$ cat config.mk
export PLATFORM = sky130hd
export DESIGN_NAME = igdr_ctrl
export DESIGN_NICKNAME = d
export VERILOG_FILES = /design/src/rtl/core/assert_macros.svh /design/src/rtl/core/igdr_pkg.sv /design/src/rtl/core/igdr_ctrl.sv
export SDC_FILE = /design/constraint.sdc
export NUM_CORES = 1
export LEC_CHECK = 0
export BUFFER_PORTS_ARGS = -buffer_cell sky130_fd_sc_hd__buf_2
export CAP_MARGIN = 15
export CORE_MARGIN = 2
export CORE_UTILIZATION = 38
export DETAILED_ROUTE_END_ITERATION = 8
export GPL_TIMING_DRIVEN = 0
export PLACE_DENSITY = 0.66
export SYNTH_ARGS = -nofsm -noshare
export SYNTH_HDL_FRONTEND = slang
export SYNTH_SLANG_ARGS = --single-unit
$ cat constraint.sdc
create_clock -name clk -period 3.6 [get_ports clk]
set_clock_uncertainty 0.15 [all_clocks]
set_input_delay 0.18 -clock clk [delete_from_list [all_inputs] [get_ports clk]]
set_output_delay 0.18 -clock clk [all_outputs]
set_load 0.005 [all_outputs]
$ cat src/rtl/core/assert_macros.svh
// Assertion macros shared by the RTL files that carry checks.
// No dependencies; take it in with an include of the bare file name.
`ifndef ASSERT_MACROS_SVH
`define ASSERT_MACROS_SVH

// Same-cycle implication, disabled during reset.
`define ASSERT_IMPLIES(label, clk, rst_n, ante, cons) \
    label: assert property (@(posedge clk) disable iff (!rst_n) (ante) |-> (cons)) \
        else $error("same-cycle implication violated");

// Next-cycle implication, disabled during reset.
`define ASSERT_NEXT(label, clk, rst_n, ante, cons) \
    label: assert property (@(posedge clk) disable iff (!rst_n) (ante) |=> (cons)) \
        else $error("next-cycle implication violated");

`endif

$ cat src/rtl/core/igdr_pkg.sv
// Shared types, constants and helpers for the gated dead-reckoning block.
// No dependencies.
package igdr_pkg;

    localparam int WIN_DEPTH  = 16;
    localparam int IDX_W      = $clog2(WIN_DEPTH);
    localparam int LEN_W      = IDX_W + 1;
    localparam int CFG_DATA_W = 47;
    localparam int CFG_IDX_W  = 3;
    localparam int DIV_NUM_W  = 56;
    localparam int DIV_DEN_W  = 8;
    localparam int DIV_CNT_W  = 5;
    localparam int DIV_FULL_STEPS  = DIV_NUM_W / 2;
    localparam int DIV_SHORT_STEPS = 10;
    localparam int PROD_W     = 50;
    localparam int SUM1_W     = 20;
    localparam int SUM2_W     = 36;

    localparam logic [4:0]  RST_SMOOTH_LEN    = 5'd13;
    localparam logic [4:0]  RST_VAR_LEN       = 5'd13;
    localparam logic [46:0] RST_VAR_LOW       = 47'd42950;
    localparam logic [46:0] RST_VAR_HIGH      = 47'd21474836;
    localparam logic [46:0] RST_ROT_THRESHOLD = 47'd42949673;
    localparam logic [15:0] RST_TIME_STEP     = 16'd3277;
    localparam logic [23:0] RST_ROT_GAIN      = 24'd187749;

    typedef enum logic [CFG_IDX_W-1:0] {
        REG_SMOOTH_LEN,
        REG_VAR_LEN,
        REG_VAR_LOW,
        REG_VAR_HIGH,
        REG_ROT_THRESHOLD,
        REG_TIME_STEP,
        REG_ROT_GAIN
    } cfg_reg_t;

    typedef struct packed {
        logic signed [15:0] acc_sample;
        logic signed [15:0] gyro_sample;
    } in_word_t;

    typedef struct packed {
        logic signed [15:0] acc_smoothed;
        logic signed [15:0] gyro_smoothed;
        logic signed [47:0] acc_variance;
        logic signed [47:0] gyro_variance;
        logic               rotating;
        logic               moving;
        logic signed [31:0] velocity;
        logic signed [39:0] angle;
        logic signed [47:0] displacement;
    } out_word_t;

    typedef struct packed {
        logic push_raw;
        logic clr;
        logic acc_avg;
        logic acc_var;
        logic ch;
        logic avg_div_start;
        logic avg_store;
        logic push_sm;
        logic sq_mul;
        logic var_div_start;
        logic var_store;
        logic rot_mul;
        logic angle_upd;
        logic vel_mul;
        logic vel_upd;
        logic disp_mul;
        logic disp_upd;
        logic load_out;
    } dp_cmd_t;

    typedef struct packed {
        logic avg_last;
        logic var_last;
        logic div_busy;
        logic div_done;
    } dp_stat_t;

    function automatic logic signed [63:0] sat_bits(input logic signed [63:0] v,
                                                    input int unsigned bits);
        logic signed [63:0] hi;
        logic signed [63:0] lo;
        hi = (64'sd1 <<< (bits - 1)) - 64'sd1;
        lo = -hi - 64'sd1;
        if (v > hi)
            return hi;
        else if (v < lo)
            return lo;
        return v;
    endfunction

endpackage

$ cat src/rtl/core/igdr_ctrl.sv
// Sequencer for one sample word: window walks, divisions, integration steps.
// Depends on igdr_pkg.
module igdr_ctrl (
    input  logic               clk,
    input  logic               rst_n,
    input  logic               in_valid,
    output logic               in_ready,
    output logic               out_valid,
    input  logic               out_ready,
    input  igdr_pkg::dp_stat_t stat,
    output igdr_pkg::dp_cmd_t  cmd
);
    import igdr_pkg::*;

    typedef enum logic [3:0] {
        S_IDLE,
        S_AVG_SUM,
        S_AVG_DIV_GO,
        S_AVG_DIV_WAIT,
        S_PUSH_SM,
        S_VAR_SUM,
        S_VAR_SQ,
        S_VAR_DIV_GO,
        S_VAR_DIV_WAIT,
        S_ROT_MUL,
        S_ROT_UPD,
        S_VEL_MUL,
        S_VEL_UPD,
        S_DISP_MUL,
        S_DISP_UPD,
        S_OUT
    } state_t;

    state_t state_reg;
    logic   ch_reg;
    logic   out_valid_reg;
    logic   out_free;
    logic   load_now;

    assign in_ready  = (state_reg == S_IDLE);
    assign out_valid = out_valid_reg;
    assign out_free  = !out_valid_reg || out_ready;
    assign load_now  = (state_reg == S_OUT) && out_free;

    always_comb
    begin
        cmd    = '0;
        cmd.ch = ch_reg;
        unique case (state_reg)
            S_IDLE:
            begin
                cmd.push_raw = in_valid;
                cmd.clr      = in_valid;
            end
            S_AVG_SUM:      cmd.acc_avg       = 1'b1;
            S_AVG_DIV_GO:   cmd.avg_div_start = 1'b1;
            S_AVG_DIV_WAIT:
            begin
                cmd.avg_store = stat.div_done;
                cmd.clr       = stat.div_done;
            end
            S_PUSH_SM:
            begin
                cmd.push_sm = 1'b1;
                cmd.clr     = 1'b1;
            end
            S_VAR_SUM:      cmd.acc_var       = 1'b1;
            S_VAR_SQ:       cmd.sq_mul        = 1'b1;
            S_VAR_DIV_GO:   cmd.var_div_start = 1'b1;
            S_VAR_DIV_WAIT:
            begin
                cmd.var_store = stat.div_done;
                cmd.clr       = stat.div_done;
            end
            S_ROT_MUL:      cmd.rot_mul   = 1'b1;
            S_ROT_UPD:      cmd.angle_upd = 1'b1;
            S_VEL_MUL:      cmd.vel_mul   = 1'b1;
            S_VEL_UPD:      cmd.vel_upd   = 1'b1;
            S_DISP_MUL:     cmd.disp_mul  = 1'b1;
            S_DISP_UPD:     cmd.disp_upd  = 1'b1;
            S_OUT:          cmd.load_out  = out_free;
            default:        ;
        endcase
    end

    always_ff @(posedge clk or negedge rst_n)
    begin
        if (!rst_n)
        begin
            state_reg     <= S_IDLE;
            ch_reg        <= 1'b0;
            out_valid_reg <= 1'b0;
        end
        else
        begin
            // a new load wins over the departure of the previous word
            if (load_now)
                out_valid_reg <= 1'b1;
            else if (out_ready)
                out_valid_reg <= 1'b0;
            unique case (state_reg)
                S_IDLE:
                    if (in_valid)
                    begin
                        ch_reg    <= 1'b0;
                        state_reg <= S_AVG_SUM;
                    end
                S_AVG_SUM:
                    if (stat.avg_last)
                        state_reg <= S_AVG_DIV_GO;
                S_AVG_DIV_GO:
                    state_reg <= S_AVG_DIV_WAIT;
                S_AVG_DIV_WAIT:
                    if (stat.div_done)
                    begin
                        if (ch_reg)
                            state_reg <= S_PUSH_SM;
                        else
                        begin
                            ch_reg    <= 1'b1;
                            state_reg <= S_AVG_SUM;
                        end
                    end
                S_PUSH_SM:
                begin
                    ch_reg    <= 1'b0;
                    state_reg <= S_VAR_SUM;
                end
                S_VAR_SUM:
                    if (stat.var_last)
                        state_reg <= S_VAR_SQ;
                S_VAR_SQ:
                    state_reg <= S_VAR_DIV_GO;
                S_VAR_DIV_GO:
                    state_reg <= S_VAR_DIV_WAIT;
                S_VAR_DIV_WAIT:
                    if (stat.div_done)
                    begin
                        if (ch_reg)
                            state_reg <= S_ROT_MUL;
                        else
                        begin
                            ch_reg    <= 1'b1;
                            state_reg <= S_VAR_SUM;
                        end
                    end
                S_ROT_MUL:  state_reg <= S_ROT_UPD;
                S_ROT_UPD:  state_reg <= S_VEL_MUL;
                S_VEL_MUL:  state_reg <= S_VEL_UPD;
                S_VEL_UPD:  state_reg <= S_DISP_MUL;
                S_DISP_MUL: state_reg <= S_DISP_UPD;
                S_DISP_UPD: state_reg <= S_OUT;
                S_OUT:
                    if (out_free)
                        state_reg <= S_IDLE;
                default:
                    state_reg <= S_IDLE;
            endcase
        end
    end
endmodule

==> flow_summary.yaml, run 1 <==
status:
  status: "complete, no violations"
timing:
  worst_pin_slew_ns: 0.373
  fin_ws_ns: 1.52
  hold_violations: 0
  period_share: 0.578
  setup_violations: 0
  slew_viol_final: 0
  fmax_ghz: 0.481
  worst_hold_slack_ns: 0.106
  min_period_ns: 2.08
  setup_tns_ns: 0
  rsz0062_at_grt: "no"
  slew_headroom: 0.751
floorplanning:
  rows: 14
  core_sq_um: 1540
  dieHeight_um: 45.1
  start_util: 0.417
  ios: 28
  die_width_um: 45.1
  die-area_sq_um: 2040
routing:
  drtIter0Drc: 10
  wire_per_inst_um: 12.5
  final_antenna_net_count: 0
  viasPerCell: 5.30
  drc: 0
  vias: 636
  drt-total-wl_um: 1500
  dr.pass1.iters: 5
yosys:
  synth.top_cell.area_share: 0.233
  synth_area_leaders: "dfrtp_1 (23%), and2_1 (9.7%), ha_1 (7.8%)"
  synth_top_area_cell: "dfrtp_1"
  netlist_area_sq_um: 643
  yosysSeqAreaShare: 0.233
  synth_cells: 74
  ys_warn_count: 0
  ys_seq_elements: 6
  syn_nets: 86
  ys_types: 36
  syn_avg_cell_area_sq_um: 8.69
global_route:
  grt_use_total: 0.150
  gr-total-overflow: 0
  grt_max_degree: 11
  grt_pass1_vias: 520
  grt_pass1_wl_um: 2220
  grt_antenna_before_repair: 0
clocking:
  cts-resized-gates: 0
  cts_htree_levels: 1
  cts_buffers: 3
  clock-sinks: 6
  cts_tree: "done"
  clkTransAtPathRegs_ns: 0.04
  cts.path.max_buffers: 2
  cts-root-buf: "clkbuf_4"
  clk-insertion-delay-late_ns: 0.24
place:
  placement.io_buffers: 26
  place_area_sq_um: 793
  gp_congestion: 0.866
  dp_slack_ns: 1.52
  dp.final_hpwl_um: 1150
  placed_cells: 116
setup_path:
  end_kind: "register"
  startpoint_type: "register"
  critical_path.max_fanout: 5
  crit_buf_inv: 1
  required_ns: 3.57
  crit_type: "reg -> reg"
  crit_path_start: "state_reg[0]"
  r2r_slack_ns: 1.52
  crit_slowest_cell: "or4b_4"
  cp_num_cells: 6
  critPathArrivalTime_ns: 2.05
  slowest_delay_ns: 0.49
  r2r_start: "state_reg[0]"
  crit_path_cell_trace: "inv_1 > ha_1 > or4b_4 > o21ai_2 > a311o_4 > mux2_4"
  reg2regPathDepth: 6
  crit_family: "simple AND/OR/NAND/NOR gates"
hold_path:
  hold_depth: 3
  min-delay-start: "out_ready"
  hp-class: "in -> reg"
cells_and_area:
  finish.utilization: 0.536
  antenna_cells: 0
  post_layout_nonfiller_instances: 120
  drive_gt1_frac: 0.404
  largest_reg_flops: 4
  fin_nets: 118
  fillers: 159
  final_cell_area_sq_um: 826
  area_growth_pct: 28.4
power_and_ir_drop:
  p_per_area_nw_per_um2: 767
  p_comb_frac: 0.715
  finalPower_uw: 633
  seqPwrFrac: 0.191
  p_int_uw: 360
  p_leak_nw: 0.476
  switching_share: 0.431
  vdd_ir_drop_max_uv: 406
  p_sw_uw: 273
  clkPwrFrac: 0.094
flow_run:
  cap_viol_max_count: 0
[metal layers]
metal,GRT usage,up-vias,routed length (um)
li1,-,321,-
met1,0.193,299,666
met2,0.243,16,759
met3,0.0480,0,69
met4,0.0353,0,0
met5,0,-,0
[path summary, 6_finish.rpt]
path | endpoint
max in group asynchronous | state_reg[1]
worst max register to register | state_reg[0]
worst min-delay path | out_valid
worst min register to register | out_valid
worst max-delay path | state_reg[0]
min in group asynchronous | state_reg[3]
[cell type report]
cell class,count,area (sq um),share of cell area
clock buffer,3,22.5,0.0273
multi-input combinational,57,434,0.526
timing repair buffer,27,140,0.170
inverter,5,18.8,0.0227
tap,16,20.0,0.0242
buffer,6,40.0,0.0485
sequential,6,150,0.182
[synth_stat cells]
library cell / number
and2_1: 10
and3_1: 6
dfrtp_1: 6
nor2_1: 6
ha_1: 4
inv_1: 4
nor2b_1: 3
buf_2: 2
buf_4: 2
mux2_4: 2
mux2i_1: 2
nand2_1: 2
nand2b_1: 2
a21oi_1: 1
a311o_1: 1
a311o_4: 1
a32o_1: 1
and2b_1: 1
buf_6: 1
clkbuf_1: 1
inv_2: 1
nand3_1: 1
nor3_1: 1
nor4_1: 1
o2111ai_1: 1
o21a_1: 1
o21ai_0: 1
o21ai_2: 1
o21bai_1: 1
o221ai_1: 1
o22ai_1: 1
o41ai_1: 1
o41ai_2: 1
or2_2: 1
or3_1: 1
or4b_4: 1
[logic make-up after synthesis]
group | Yosys count | share of synthesized area
flops | 6 | 0.233
mux | 4 | 0.0778
simple gates | 36 | 0.329
compound gates | 13 | 0.191
buf+inv | 11 | 0.0914
fa+ha+maj | 4 | 0.0778
[timing repair]
item                      4_1_cts  5_1_grt
hold endpoints to repair        6        0
hold buffers                    1        0
buffers inserted                0        0
[cell usage in the layout (no fill, tap or decap), types with 2 or more instances in the layout]
cell type / Yosys / layout
nand2b_1: 2 / 2
mux2_4: 2 / 2
inv_1: 4 / 4
buf_4: 2 / 2
clkbuf_4: 0 / 3
mux2i_1: 2 / 2
nand2_1: 2 / 2
and3_1: 6 / 6
ha_1: 4 / 4
nor2b_1: 3 / 3
and2_1: 10 / 10
nor2_1: 6 / 6
dfrtp_1: 6 / 6
buf_2: 2 / 28
[power groups by stage]
stage	sequential, mW	combinational, mW	clock (mW)
global route	0.125	0.497	0.0702
floorplan	0.116	0.340	0
finish	0.121	0.453	0.0593
CTS	0.121	0.456	0.0627
global placement	0.121	0.447	0
detailed placement	0.122	0.453	0
[worst min-delay path, delay by kind of cell]
family / cells / cell delay, ns
simple gates: 2 / 0.20
buf+inv: 1 / 0.07
(Power assumes the default switching activity.)
==> run 2: changes to the inputs <==
clock period = 2.15 ns   (was 3.6 ns; I/O delays follow)
==> flow_summary.yaml, run 2 (same netlist as run 1, synthesis figures left out) <==
status:
  status: "complete, no violations"
cells_and_area:
  largest_reg_flops: 4
  final_common_cell: "buf_2"
  antenna_cells: 0
  fin_nets: 118
  mostFrequentLayoutCells: "buf_2 (28), and2_1 (10), and3_1 (6), nor2_1 (6), dfrtp_1 (6)"
  area_growth_pct: 28.8
  drive_gt1_frac: 0.413
global_route:
  grt_pass1_wl_um: 2220
  grt_antenna_before_repair: 0
  gr-total-overflow: 0
  grt_use_total: 0.150
  grt_max_degree: 11
  grt_pass1_vias: 520
routing:
  final_antenna_net_count: 0
  wire_per_inst_um: 12.6
  dr.pass1.iters: 4
  drc: 0
  drtIter0Drc: 15
  viasPerCell: 5.34
  vias: 641
  drt-total-wl_um: 1510
clocking:
  cts.path.max_buffers: 2
  cts-root-buf: "clkbuf_4"
  clk-insertion-delay-late_ns: 0.24
  cts_buffers: 3
  cts_htree_levels: 1
  clkTransAtPathRegs_ns: 0.04
  clock-sinks: 6
  cts_setup_buffers: 0
  cts_tree: "done"
setup_path:
  critPathArrivalTime_ns: 2.05
  critical_path.max_fanout: 5
  crit_slowest_cell: "or4b_4"
  end_kind: "register"
  crit_path_cell_trace: "inv_1 > ha_2 > or4b_4 > o21ai_2 > a311o_4 > mux2_4"
  slowest_delay_ns: 0.48
  required_ns: 2.12
  crit_type: "reg -> reg"
  startpoint_type: "register"
timing:
  setup_tns_ns: 0
  setup_violations: 0
  worst_pin_slew_ns: 0.385
  fmax_ghz: 0.482
  slew_headroom: 0.742
  hold_violations: 0
  slew_viol_final: 0
  period_share: 0.965
  rsz0062_at_grt: "no"
  fin_ws_ns: 0.0743
  min_period_ns: 2.08
floorplanning:
  core_sq_um: 1540
  start_util: 0.417
  dieHeight_um: 45.1
  die-area_sq_um: 2040
  die_width_um: 45.1
  rows: 14
  ios: 28
place:
  gp_congestion: 0.866
  placement.io_buffers: 26
  dp.final_hpwl_um: 1150
  dp_slack_ns: 0.0722
flow_run:
  cap_viol_max_count: 0
power_and_ir_drop:
  p_leak_nw: 0.474
  p_per_area_nw_per_um2: 1290
  vdd_ir_drop_max_uv: 685
hold_path:
  hp-class: "in -> reg"
[run 2: cell counts in the layout (fill, tap and decap cells not counted)]
No cell type changed its count.
[run 2: final cells by class]
type | instances | area, sq um
Timing Repair Buffer | 27 | 140
Sequential cell | 6 | 150
Multi-Input combinational cell | 57 | 437
Buffer | 6 | 40.0
Tap cell | 16 | 20.0
Fill cell | 158 | 713
Inverter | 5 | 18.8
Clock buffer | 3 | 22.5
[run 2: final timing paths]
kind	slack, ns	cells after the start	startpoint	to
hold reg to reg	0.37	2	out_valid	out_valid
max in group asynchronous	1.63	2	rst_n	state_reg[1]
min in group asynchronous	0.07	2	rst_n	state_reg[3]
hold / removal	0.03	3	out_ready	out_valid
setup reg to reg	0.07	6	state_reg[0]	state_reg[0]
setup / recovery	0.07	6	state_reg[0]	state_reg[0]
[run 2: where the power goes]
| part | switching, mW | leakage (nW) | internal [mW] |
|---|---|---|---|
| logic | 0.382 | 0.385 | 0.383 |
| clock network | 0.0374 | 0.0138 | 0.0629 |
| registers | 0.0440 | 0.0753 | 0.160 |
| total | 0.463 | 0.474 | 0.607 |
[run 2: repair_timing]
| action | CTS | global route |
|---|---|---|
| resized for setup | 0 | 1 |
| endpoints found under the hold margin | 6 | 0 |
| hold buffers | 1 | 0 |
| endpoints found under the setup margin | 0 | 2 |
[run 2: stage by stage]
step | utilization | instances | area, sq um | power (mW) | hold WS [ns]
after floorplan | - | 74 | 643 | 0.764 | -0.338
after global placement | 0.515 | 116 | 793 | 0.952 | -0.217
after detailed placement | 0.515 | 116 | 793 | 0.963 | -0.214
after CTS | 0.536 | 120 | 826 | 1.07 | 0.0316
after global routing | 0.537 | 120 | 828 | 1.16 | 0.0576
final | 0.537 | 120 | 828 | 1.07 | 0.0315
[run 2: worst max-delay path: cells and delay by family, from the launching register on]
kind	cells	cell delay [ns]
adder cells (fa/ha/maj)	1	0.21
flip-flops	1	0.41
AO/OA/AOI/OAI	2	0.29
AND/OR/NAND/NOR	1	0.48
multiplexers	1	0.30
buffers and inverters	1	0.10
[run 2: metal layers]
metal / GRT usage / wire length, um / up-vias
met4: 0.0353 / 0 / 0
met1: 0.193 / 682 / 303
met2: 0.243 / 762 / 18
met3: 0.0480 / 69 / 0
met5: 0 / 0 / -
li1: - / - / 320
